===== config.mk =====
export PLATFORM = sky130hd
export DESIGN_NAME = token_bucket_packet_shaper_top
export DESIGN_NICKNAME = d
export VERILOG_FILES = /design/src/hw/rtl/tbs_pkg.sv /design/src/hw/rtl/tbs_queue.sv /design/src/hw/rtl/tbs_step.sv /design/src/hw/rtl/token_bucket_packet_shaper_top.sv
export VERILOG_INCLUDE_DIRS = /design/src /design/src/hw/rtl
export SDC_FILE = /design/constraint.sdc
export NUM_CORES = 1
export LEC_CHECK = 0
export BUFFER_PORTS_ARGS = -buffer_cell sky130_fd_sc_hd__buf_2
export CAP_MARGIN = 20
export CORE_ASPECT_RATIO = 1.5
export CORE_UTILIZATION = 40
export DETAILED_ROUTE_END_ITERATION = 10
export PLACE_DENSITY = 0.52
export SYNTH_ARGS = -nofsm -noshare
export SYNTH_HDL_FRONTEND = slang
export SYNTH_HIERARCHICAL = 1
export SYNTH_SLANG_ARGS = --single-unit

===== constraint.sdc =====
create_clock -name clk -period 8.8 [get_ports clk]
set_input_delay 0.88 -clock clk [delete_from_list [all_inputs] [get_ports clk]]
set_output_delay 0.88 -clock clk [all_outputs]
set_load 0.01 [all_outputs]

===== src/hw/rtl/assert_macros.svh =====
// Assertion macros shared by the shaper RTL.
// Depends on a clock named clk and an active-low reset named arst_n in the using scope.
`ifndef ASSERT_MACROS_SVH
`define ASSERT_MACROS_SVH

// Check a property on every rising edge outside reset.
`define TBS_ASSERT(lbl, prop, msg) \
	lbl: assert property (@(posedge clk) disable iff (!arst_n) (prop)) else $error(msg);

// Check that a condition never holds outside reset.
`define TBS_ASSERT_NEVER(lbl, cond, msg) \
	lbl: assert property (@(posedge clk) disable iff (!arst_n) !(cond)) else $error(msg);

`endif


===== src/hw/rtl/tbs_pkg.sv =====
// Shared types, codes and sizes for the token bucket packet shaper.
// No dependencies; imported by every shaper module.
`default_nettype none

package tbs_pkg;

	localparam int QDEPTH = 64;
	localparam int PTR_W  = (QDEPTH > 1) ? $clog2(QDEPTH) : 1;
	localparam int CNT_W  = $clog2(QDEPTH + 1);
	localparam int ID_W   = 16;
	localparam int TOK_W  = 10;
	localparam int DROP_W = 16;

	typedef enum logic {
		CMD_PACKET = 1'b0,
		CMD_TICK   = 1'b1
	} cmd_t;

	typedef enum logic {
		CFG_BUCKET_DEPTH      = 1'b0,
		CFG_TOKENS_PER_PACKET = 1'b1
	} cfg_idx_t;

	typedef enum logic [1:0] {
		ST_NONE    = 2'd0,
		ST_QUEUED  = 2'd1,
		ST_TOO_BIG = 2'd2,
		ST_FULL    = 2'd3
	} pkt_status_t;

	typedef struct packed {
		logic [TOK_W-1:0]  tokens;
		logic [PTR_W-1:0]  rd_ptr;
		logic [PTR_W-1:0]  wr_ptr;
		logic [CNT_W-1:0]  occ;
		logic [DROP_W-1:0] pkt_drops;
		logic [DROP_W-1:0] tok_drops;
	} state_t;

	typedef struct packed {
		logic              released;
		logic [ID_W-1:0]   released_id;
		pkt_status_t       status;
		logic              token_dropped;
	} result_t;

	function automatic logic [PTR_W-1:0] ptr_inc(input logic [PTR_W-1:0] p);
		return (p == PTR_W'(QDEPTH - 1)) ? '0 : p + PTR_W'(1);
	endfunction

	function automatic logic [DROP_W-1:0] sat_inc(input logic [DROP_W-1:0] v);
		return (v == '1) ? v : v + DROP_W'(1);
	endfunction

endpackage

`default_nettype wire


===== src/hw/rtl/tbs_queue.sv =====
// Packet id storage: one write port, one registered read port with write bypass.
// Depends on tbs_pkg.
`default_nettype none

module tbs_queue
	import tbs_pkg::*;
(
	input  wire logic             clk,
	input  wire logic             arst_n,
	input  wire logic             wr_en,
	input  wire logic [PTR_W-1:0] wr_addr,
	input  wire logic [ID_W-1:0]  wr_data,
	input  wire logic [PTR_W-1:0] rd_addr,
	output logic      [ID_W-1:0]  head_id
);

	logic [ID_W-1:0] mem [QDEPTH];
	logic [ID_W-1:0] rd_data_q;
	logic [ID_W-1:0] byp_data_q;
	logic            byp_q;

	always_ff @(posedge clk) begin
		if (wr_en) begin
			mem[wr_addr] <= wr_data;
		end
		rd_data_q  <= mem[rd_addr];
		byp_data_q <= wr_data;
	end

	// Forward a write that lands on the address being read this cycle.
	always_ff @(posedge clk or negedge arst_n) begin
		if (!arst_n) begin
			byp_q <= 1'b0;
		end else begin
			byp_q <= wr_en && (wr_addr == rd_addr);
		end
	end

	assign head_id = byp_q ? byp_data_q : rd_data_q;

endmodule

`default_nettype wire


===== src/hw/rtl/tbs_step.sv =====
// Next-state and result logic for one shaper item.
// Depends on tbs_pkg.
`default_nettype none

module tbs_step
	import tbs_pkg::*;
(
	input  wire cmd_t             cmd,
	input  wire logic [ID_W-1:0]  id,
	input  wire logic [TOK_W-1:0] depth,
	input  wire logic [TOK_W-1:0] cost,
	input  wire state_t           cur,
	input  wire logic [ID_W-1:0]  head_id,
	output state_t                nxt,
	output result_t               res,
	output logic                  push
);

	logic [TOK_W-1:0] tokens_add;
	logic [CNT_W-1:0] occ_add;
	logic             room;
	logic             pkt_drop;
	logic             release_now;

	always_comb begin
		nxt         = cur;
		res         = '0;
		res.status  = ST_NONE;
		push        = 1'b0;
		pkt_drop    = 1'b0;
		room        = cur.tokens < depth;
		tokens_add  = cur.tokens;

		unique case (cmd)
			CMD_PACKET: begin
				priority if (cost > depth) begin
					res.status = ST_TOO_BIG;
					pkt_drop   = 1'b1;
				end else if (cur.occ == CNT_W'(QDEPTH)) begin
					res.status = ST_FULL;
					pkt_drop   = 1'b1;
				end else begin
					res.status = ST_QUEUED;
					push       = 1'b1;
				end
			end
			CMD_TICK: begin
				if (room) begin
					tokens_add = cur.tokens + TOK_W'(1);
				end else begin
					res.token_dropped = 1'b1;
					nxt.tok_drops     = sat_inc(cur.tok_drops);
				end
			end
			default: ;
		endcase

		if (pkt_drop) begin
			nxt.pkt_drops = sat_inc(cur.pkt_drops);
		end
		if (push) begin
			nxt.wr_ptr = ptr_inc(cur.wr_ptr);
		end
		occ_add     = cur.occ + CNT_W'(push);
		release_now = (occ_add != '0) && (tokens_add >= cost);

		// An empty queue can only release the packet that arrived this item.
		if (release_now) begin
			res.released    = 1'b1;
			res.released_id = (cur.occ == '0) ? id : head_id;
			nxt.rd_ptr      = ptr_inc(cur.rd_ptr);
			nxt.occ         = occ_add - CNT_W'(1);
			nxt.tokens      = tokens_add - cost;
		end else begin
			nxt.occ    = occ_add;
			nxt.tokens = tokens_add;
		end
	end

endmodule

`default_nettype wire


===== src/hw/rtl/token_bucket_packet_shaper_top.sv =====
// Top level of the token bucket packet shaper: input register, step logic, result register.
// Depends on tbs_pkg, tbs_queue, tbs_step and assert_macros.svh.
//
//   channel | direction | handshake          | payload
//   --------+-----------+--------------------+------------------------------------------
//   in      | sink      | in_valid/in_stall  | command, packet_id
//   out     | source    | out_valid/out_stall| released, released_id, packet_status,
//           |           |                    | token_dropped, token_level, queue_count,
//           |           |                    | packets_dropped_total, tokens_dropped_total
//   cfg     | sink      | cfg_valid/cfg_ready| cfg_index, cfg_data
//
// Each transaction passes through the input register, then through the step logic into the
// result register. A new transaction can enter every cycle while the output is not stalled.
// The id queue read is registered; the address for the next head is issued as each item
// retires, and a write to that same address is forwarded.
// Reset clears the bucket, queue pointers, counts and drop totals; config returns to
// depth 10, cost 3. A stalled output holds the result and backs up into in_stall.
`default_nettype none

`include "assert_macros.svh"

module token_bucket_packet_shaper_top
	import tbs_pkg::*;
(
	input  wire logic              clk,
	input  wire logic              arst_n,

	input  wire logic              in_valid,
	output logic                   in_stall,
	input  wire logic              command,
	input  wire logic [ID_W-1:0]   packet_id,

	output logic                   out_valid,
	input  wire logic              out_stall,
	output logic                   released,
	output logic      [ID_W-1:0]   released_id,
	output logic      [1:0]        packet_status,
	output logic                   token_dropped,
	output logic      [TOK_W-1:0]  token_level,
	output logic      [CNT_W-1:0]  queue_count,
	output logic      [DROP_W-1:0] packets_dropped_total,
	output logic      [DROP_W-1:0] tokens_dropped_total,

	input  wire logic              cfg_valid,
	output logic                   cfg_ready,
	input  wire logic              cfg_index,
	input  wire logic [TOK_W-1:0]  cfg_data
);

	// Configuration registers
	logic [TOK_W-1:0] depth_q;
	logic [TOK_W-1:0] cost_q;

	// Input register
	logic             valid_s1;
	cmd_t             cmd_s1;
	logic [ID_W-1:0]  id_s1;

	// Architectural state
	state_t           st_q;

	// Step outputs
	state_t           nxt;
	result_t          res;
	logic             push;
	logic [ID_W-1:0]  head_id;
	logic [PTR_W-1:0] rd_addr;

	// Result register
	result_t          res_q;
	logic [TOK_W-1:0] level_q;
	logic [CNT_W-1:0] count_q;

	logic             res_free;
	logic             fire;

	assign cfg_ready = 1'b1;

	// Retire the held item when the result register can take it.
	assign res_free = !out_valid || !out_stall;
	assign fire     = valid_s1 && res_free;
	assign in_stall = valid_s1 && !res_free;

	always_ff @(posedge clk or negedge arst_n) begin
		if (!arst_n) begin
			depth_q <= TOK_W'(10);
			cost_q  <= TOK_W'(3);
		end else if (cfg_valid && cfg_ready) begin
			unique case (cfg_idx_t'(cfg_index))
				CFG_BUCKET_DEPTH:      depth_q <= cfg_data;
				CFG_TOKENS_PER_PACKET: cost_q  <= cfg_data;
				default: ;
			endcase
		end
	end

	// Load the input register whenever it is empty or draining this cycle.
	always_ff @(posedge clk or negedge arst_n) begin
		if (!arst_n) begin
			valid_s1 <= 1'b0;
		end else if (!in_stall) begin
			valid_s1 <= in_valid;
		end
	end

	always_ff @(posedge clk) begin
		if (in_valid && !in_stall) begin
			cmd_s1 <= cmd_t'(command);
			id_s1  <= packet_id;
		end
	end

	// Advance bucket and queue state as each item retires.
	always_ff @(posedge clk or negedge arst_n) begin
		if (!arst_n) begin
			st_q <= '0;
		end else if (fire) begin
			st_q <= nxt;
		end
	end

	// Point the read port at the head the next item will see.
	assign rd_addr = fire ? nxt.rd_ptr : st_q.rd_ptr;

	tbs_queue u_queue (
		.clk     (clk),
		.arst_n  (arst_n),
		.wr_en   (fire && push),
		.wr_addr (st_q.wr_ptr),
		.wr_data (id_s1),
		.rd_addr (rd_addr),
		.head_id (head_id)
	);

	tbs_step u_step (
		.cmd     (cmd_s1),
		.id      (id_s1),
		.depth   (depth_q),
		.cost    (cost_q),
		.cur     (st_q),
		.head_id (head_id),
		.nxt     (nxt),
		.res     (res),
		.push    (push)
	);

	// Hold the result until the consumer takes it.
	always_ff @(posedge clk or negedge arst_n) begin
		if (!arst_n) begin
			out_valid <= 1'b0;
		end else if (res_free) begin
			out_valid <= fire;
		end
	end

	always_ff @(posedge clk) begin
		if (fire) begin
			res_q   <= res;
			level_q <= nxt.tokens;
			count_q <= nxt.occ;
		end
	end

	assign released              = res_q.released;
	assign released_id           = res_q.released_id;
	assign packet_status         = res_q.status;
	assign token_dropped         = res_q.token_dropped;
	assign token_level           = level_q;
	assign queue_count           = count_q;
	assign packets_dropped_total = st_q.pkt_drops;
	assign tokens_dropped_total  = st_q.tok_drops;

	`TBS_ASSERT(a_occ_bound, st_q.occ <= CNT_W'(QDEPTH), "queue occupancy beyond depth")
	`TBS_ASSERT(a_empty_ptrs, (st_q.occ == '0) |-> (st_q.rd_ptr == st_q.wr_ptr),
		"empty queue with unequal pointers")
	`TBS_ASSERT(a_fire_result, fire |=> out_valid, "retired item left no result")
	`TBS_ASSERT_NEVER(a_release_zero, res_q.released == 1'b0 && res_q.released_id != '0
		&& out_valid, "id shown without release")

endmodule

`default_nettype wire


==> impl_metrics.ini, run 1 <==
[placement]
place_ws_ns = 0.699
placedCellCount = 4311
post-dp-hpwl_um = 84300
io_buffers = 103
gp_congestion = 0.870

[die]
start_util_pct = 40.3
ios = 105
dieArea_um2 = 123000
rows = 156
core_area_um2 = 120000
die_x_um = 286
die_h_um = 429

[sta]
worstMarginPinSlew_ns = 1.19
slew_viol_final = 0
hold_viol = 0
finalSetupViolations = 0
min_period_over_period_pct = 92.2
tns_ns = 0
fmax_mhz = 123
clock_skew_ns = 0.0296
hold_slack_ns = 0.316
rsz0062_at_grt = false
period_needed_ns = 8.11
slew_headroom_pct = 20.4
finalWorstSetupSlack_ns = 0.686

[pwr]
leakage_nw = 18.0
swShare_pct = 31.8
totalPowerFinal_mw = 16.7
clkPwrFrac_pct = 29.3
p_int_mw = 11.4
p_sw_mw = 5.31
vdd_drop_max_mv = 0.316
combPwrFrac_pct = 30.4
power.density_nw_per_um2 = 304
seqPwrFrac_pct = 40.4

[worst_setup_path]
critical_path.max_fanout = 77
worstPathRequired_ns = 9.39
worstPathArrival_ns = 8.71
cp-start-kind = flop
critPathKind = flop to flop
critPathCaptureType = flop

[synthesis]
yosys_warnings = 6
synthFlopType = edfxtp_1
synth-seq-area-share_pct = 72.3
synth_area_um2 = 48500
ys_ff_latch = 1194
postSynthAreaPerCell_um2 = 18.0
postSynth.asyncResetShare_pct = 7.04
ys_types = 72
synth_enable_flop_cells = 1078
syn-num-nets = 2767
synth_cells = 2695

[route]
drtAntennaViolNets = 0
vias_per_cell = 5.63
drt_wl_total_um = 131000
drt_pass1_iterations = 5
drc = 0
drt_iter0_drc = 1773
post_drt_wl_per_cell_um = 28.9
num_vias = 25500

[clock_tree]
hold_buffers = 1
cts_sinks = 1194
path_clk_slew_ns = 0.07
cts-buffers-inserted = 112
cts_buffer_depth = 3
ctsResizeCount = 0
htree_levels = 3
worstSkewPairLatency_ns = 0.74
cts_tree = built
cts_root_buffer = clkbuf_16
post_cts_buffers = 0

[grt]
grt_use_total_pct = 21.4
antenna_found_initial = 7
grt_pass1_wl_um = 188000
grt_max_degree = 78
grt_pass1_vias = 26400
grt_overflow = 0

[cells_and_area]
syn_to_final_growth_pct = 12.9
num-fill-cells = 10300
fin_cells = 4535
ff_latch_area_um2 = 35100
nNetsFinal = 2922
drive_above_1_share_pct = 24.4
multi_input_area_um2 = 12500

[hold_path]
hold_path.class = input port to flop

[job]
maxCapViolCount = 0

[run_status]
run_status = finished clean
==> worst max-delay path, cell delays in order (launching register included) <==
cell and delay (ns):
dfstp_2 0.53, inv_1 0.06, ha_1 0.30, nand3_1 0.09, a211oi_1 0.09, a2111oi_2 0.31
buf_4 0.27, nand3_1 0.15, xor2_1 0.23, ha_1 0.21, inv_1 0.06, fa_1 0.44
nand3_1 0.13, a31oi_1 0.10, o41ai_1 0.74, a211o_2 0.54, inv_2 0.31, and2_1 0.26
xor2_1 0.21, mux2_8 0.72, buf_4 0.58, mux4_2 0.42, mux2i_1 0.35, nor2_1 0.16
nor4_1 0.53, nand4_1 0.13
==> path summary, 6_finish.rpt <==
kind                       startpoint                      end  slack, ns  depth (start not counted)
hold / removal                command                   cmd_s1       0.32                          1
min in group asynchronous      arst_n               depth_q[7]       0.57                          2
setup / recovery           depth_q[3]     u_queue/rd_data_q[0]       0.69                         25
max in group asynchronous      arst_n  tokens_dropped_total[2]       7.01                          3
hold reg to reg              valid_s1                out_valid       0.48                          1
setup reg to reg           depth_q[3]     u_queue/rd_data_q[0]       0.69                         25
==> synthesized netlist by cell type (28+ instances only) <==
master | count | area [µm²]
edfxtp_1 | 1078 | 32400
mux2i_1 | 162 | 1620
mux4_2 | 155 | 3490
nor2_1 | 132 | 495
mux2_2 | 124 | 1400
dfrtp_1 | 80 | 2000
a211oi_1 | 72 | 541
nor2b_1 | 59 | 369
buf_4 | 58 | 435
nand2_1 | 51 | 191
buf_2 | 49 | 245
nand3_1 | 47 | 235
xnor2_1 | 46 | 403
nand4_1 | 42 | 263
ha_1 | 38 | 475
a22o_1 | 37 | 324
inv_1 | 33 | 124
clkbuf_1 | 32 | 120
dfxtp_1 | 32 | 641
nor4_1 | 31 | 194
a22oi_1 | 28 | 210
==> stage by stage <==
step / instance area (µm²) / util (%)
2_1_floorplan: 48500 / -
3_3_place_gp: 50900 / 42.3
3_5_place_dp: 51000 / 42.4
4_1_cts: 54700 / 45.4
5_1_grt: 54800 / 45.5
6_report: 54800 / 45.5
==> registers in the layout (all words and copies together) (netlist names), 2 cells and up <==
register / cells
u_queue/mem: 1024
st_q: 29
tokens_dropped_total: 16
depth_q: 10
token_level: 10
u_queue/rd_data_q: 16
cost_q: 10
u_queue/byp_data_q: 16
packet_status: 2
id_s1: 16
queue_count: 7
released_id: 16
packets_dropped_total: 16
==> routing by layer <==
layer | GRT usage [%] | vias up | routed length [µm]
li1 | - | 11100 | -
met1 | 24.6 | 13400 | 48600
met2 | 38.7 | 765 | 69800
met3 | 3.24 | 216 | 6400
met4 | 10.2 | 6 | 6390
met5 | 0 | - | 40
==> layout by cell type, fill, tap and decap left out, types with 28 or more instances in the layout <==
cell type	instances
buf_2	103
buf_4	94
nand2_1	51
ha_1	38
nand3_1	47
mux2_2	121
a22oi_1	28
clkbuf_16	115
inv_1	33
a22o_1	37
nand4_1	42
nor2_1	115
dfrtp_1	80
a211oi_1	72
edfxtp_1	1078
dfxtp_1	32
xnor2_1	46
mux4_2	155
nor2b_1	59
mux2i_1	162
==> power by group through the flow <==
stage          clock network (mW)  logic (mW)  registers [mW]
2_1_floorplan                   0        3.64            6.80
3_3_place_gp                    0        5.09            6.85
3_5_place_dp                    0        5.14            6.86
4_1_cts                      5.00        5.15            6.73
5_1_grt                      5.19        5.41            6.76
6_report                     4.89        5.06            6.73
==> cell families after synthesis <==
family | after synthesis | synth area share (%)
DFF | 1194 | 72.3
muxes | 457 | 13.8
and+or+nand+nor | 457 | 4.92
AOI/OAI and AO/OA | 286 | 4.41
buffers and inverters | 201 | 2.39
xor gates and xnor gates | 60 | 1.08
adders and majority gates | 39 | 1.02
other | 1 | 0.00773
==> area by class of cell <==
type                    count  share of cell area (%)
diodes                      6                  0.0274
clock buffers             134                    5.40
clock inverters            79                    1.35
inverters                  34                   0.233
multi-input cells        1300                    22.7
flip-flops and latches   1194                    64.1
well taps                1580                    3.61
repair buffers            208                    2.57
No activity file was read; power rests on OpenSTA's default activity.
==> inputs of run 2 (changes only) <==
Settings changed: CELL_PAD_IN_SITES_DETAIL_PLACEMENT set to 1, CELL_PAD_IN_SITES_GLOBAL_PLACEMENT set to 1, PLACE_DENSITY 0.52 to 0.58.
==> run 2 against run 1 <==
Effect of this change: register-to-register slack improved by 0.26 ns; die area did not move; utilization rose by 0.061 points; total power fell by 0.65%; worst hold slack got worse by 0.18 ns; first-iteration DRC count fell by 3.4%; clock skew rose by 0.0027 ns; largest power group unchanged; sequential share of layout area fell by 0.086 points.
==> impl_metrics.ini, run 2 (same netlist as run 1, synthesis figures left out) <==
[clock_tree]
ctsResizeCount = 0
cts_root_buffer = clkbuf_16
htree_levels = 3
worstSkewPairLatency_ns = 0.74
hold_buffers = 0
cts-buffers-inserted = 114
post_cts_buffers = 0
cts_tree = built
cts_sinks = 1194
cts_buffer_depth = 3
path_clk_slew_ns = 0.06

[cells_and_area]
nNetsFinal = 2958
final_common_cell = edfxtp_1
drive_above_1_share_pct = 24.6
stdcell_area_um2 = 54900
fin_cells = 4565
syn_to_final_growth_pct = 13.0
top_register = u_queue/mem
num-fill-cells = 11300
most-common-layout-cells = edfxtp_1, mux2i_1, mux4_2, buf_4, mux2_2
largest_registers = u_queue/mem (1024), st_q (29)
largest_register_ffs = 1024

[worst_setup_path]
cp-start-kind = flop
critPathKind = flop to flop
rr_worst_depth = 22
cpMostUsedCell = ha_1
worstPathArrival_ns = 8.50
reg2reg_slack_ns = 0.95
critPathCaptureType = flop
crit_slowest_cell = a2111oi_0
slowest_delay_ns = 1.08
critical_path.max_fanout = 29
path_cells = inv_1, ha_1, a21oi_1, o21ai_0, a2111oi_4, o211ai_2, inv_1, ha_1, ha_1, and3_1, nand3_1, o31ai_1, a211o_2, buf_4, nor2_1, xor2_1, mux2_2, nor2b_1, nand2_1, a2111oi_0, nor4_1, nand4_1
worstPathRequired_ns = 9.45

[die]
die_x_um = 286
ios = 105
die_h_um = 429
start_util_pct = 40.3
core_area_um2 = 120000
dieArea_um2 = 123000
rows = 156

[sta]
tns_ns = 0
min_period_over_period_pct = 89.2
period_needed_ns = 7.85
hold_viol = 0
hold_slack_ns = 0.137
finalSetupViolations = 0
slew_headroom_pct = 13.4
worstMarginPinSlew_ns = 1.29
slew_viol_final = 0
fmax_mhz = 127
rsz0062_at_grt = false
clock_skew_ns = 0.0323

[grt]
grt_overflow = 0
antenna_found_initial = 3
grt_max_degree = 75
grt_pass1_vias = 27600
grt_use_total_pct = 22.0
grt_pass1_wl_um = 195000

[placement]
gp_congestion = 0.856
post-dp-hpwl_um = 85600
io_buffers = 103
placedCellCount = 4347
place_area_um2 = 51200

[route]
drc = 0
post_drt_wl_per_cell_um = 29.4
vias_per_cell = 5.61
drt_pass1_iterations = 5
num_vias = 25600
drt_wl_total_um = 134000
drtAntennaViolNets = 0
drt_iter0_drc = 1713

[job]
maxCapViolCount = 0

[pwr]
p_sw_mw = 5.24
power.density_nw_per_um2 = 302
seqPwrFrac_pct = 40.5
vdd_drop_max_mv = 0.182
swShare_pct = 31.6
p_int_mw = 11.3
totalPowerFinal_mw = 16.6
clkPwrFrac_pct = 28.9
leakage_nw = 18.1
combPwrFrac_pct = 30.6

[hold_path]
hold_path.class = input port to async pin

[run_status]
run_status = finished clean
## run 2: cell types whose count changed in the layout (fill, tap and decap cells not counted), moves of 5 or more
cell	before	now
buf_4	94	129
clkinv_1	27	39
a2111oi_0	0	7
a2111oi_2	8	1
nor4_1	24	31
nor4_2	7	0
diode_2	6	1
## run 2: path summary, 6_finish.rpt
| kind | from | end |
|---|---|---|
| worst max-delay path | depth_q[3] | u_queue/rd_data_q[10] |
| worst min-delay path | arst_n | tokens_dropped_total[8] |
| worst max register to register | depth_q[3] | u_queue/rd_data_q[10] |
| worst min register to register | valid_s1 | out_valid |
| max in group asynchronous | arst_n | packets_dropped_total[15] |
| min in group clk | packet_id[14] | id_s1[14] |
## run 2: per-stage QoR
step	utilization, %	setup slack, ns
CTS	45.5	0.918
floorplan	-	3.46
global route	45.6	0.595
global placement	42.4	0.434
finish	45.6	0.950
detailed placement	42.5	0.937
## run 2: power groups by stage
stage          Sequential, mW  Clock, mW  Combinational [mW]
2_1_floorplan            6.80          0                3.64
3_3_place_gp             6.83          0                5.10
3_5_place_dp             6.84          0                5.16
4_1_cts                  6.72       4.91                5.17
5_1_grt                  6.74       5.10                5.45
6_report                 6.72       4.79                5.08
## run 2: layout make-up
type	instances	area (µm²)	area share [%]
inverters	34	128	0.233
clock inverters	82	651	1.19
clock buffers	132	2950	5.38
multi-input cells	1300	12400	22.6
diodes	1	2.50	0.00456
well taps	1580	1980	3.60
flip-flops and latches	1194	35100	64.0
repair buffers	242	1670	3.04
## run 2: per-layer routing
| metal | global-route usage (%) | routed length, µm | up-vias |
|---|---|---|---|
| li1 | - | - | 11200 |
| met1 | 25.9 | 51700 | 13700 |
| met2 | 40.9 | 73200 | 592 |
| met3 | 2.54 | 4730 | 175 |
| met4 | 7.91 | 4380 | 0 |
| met5 | 0 | 0 | - |
## run 2: critical path, delay by kind of cell, from the launching register on
| kind | cells | cell delay, ns |
|---|---|---|
| AO/OA/AOI/OAI | 7 | 2.84 |
| buffers and inverters | 3 | 0.56 |
| AND/OR/NAND/NOR | 7 | 2.12 |
| flip-flops | 1 | 0.53 |
| XOR/XNOR | 1 | 0.18 |
| adder cells (fa/ha/maj) | 3 | 0.82 |
| multiplexers | 1 | 0.68 |
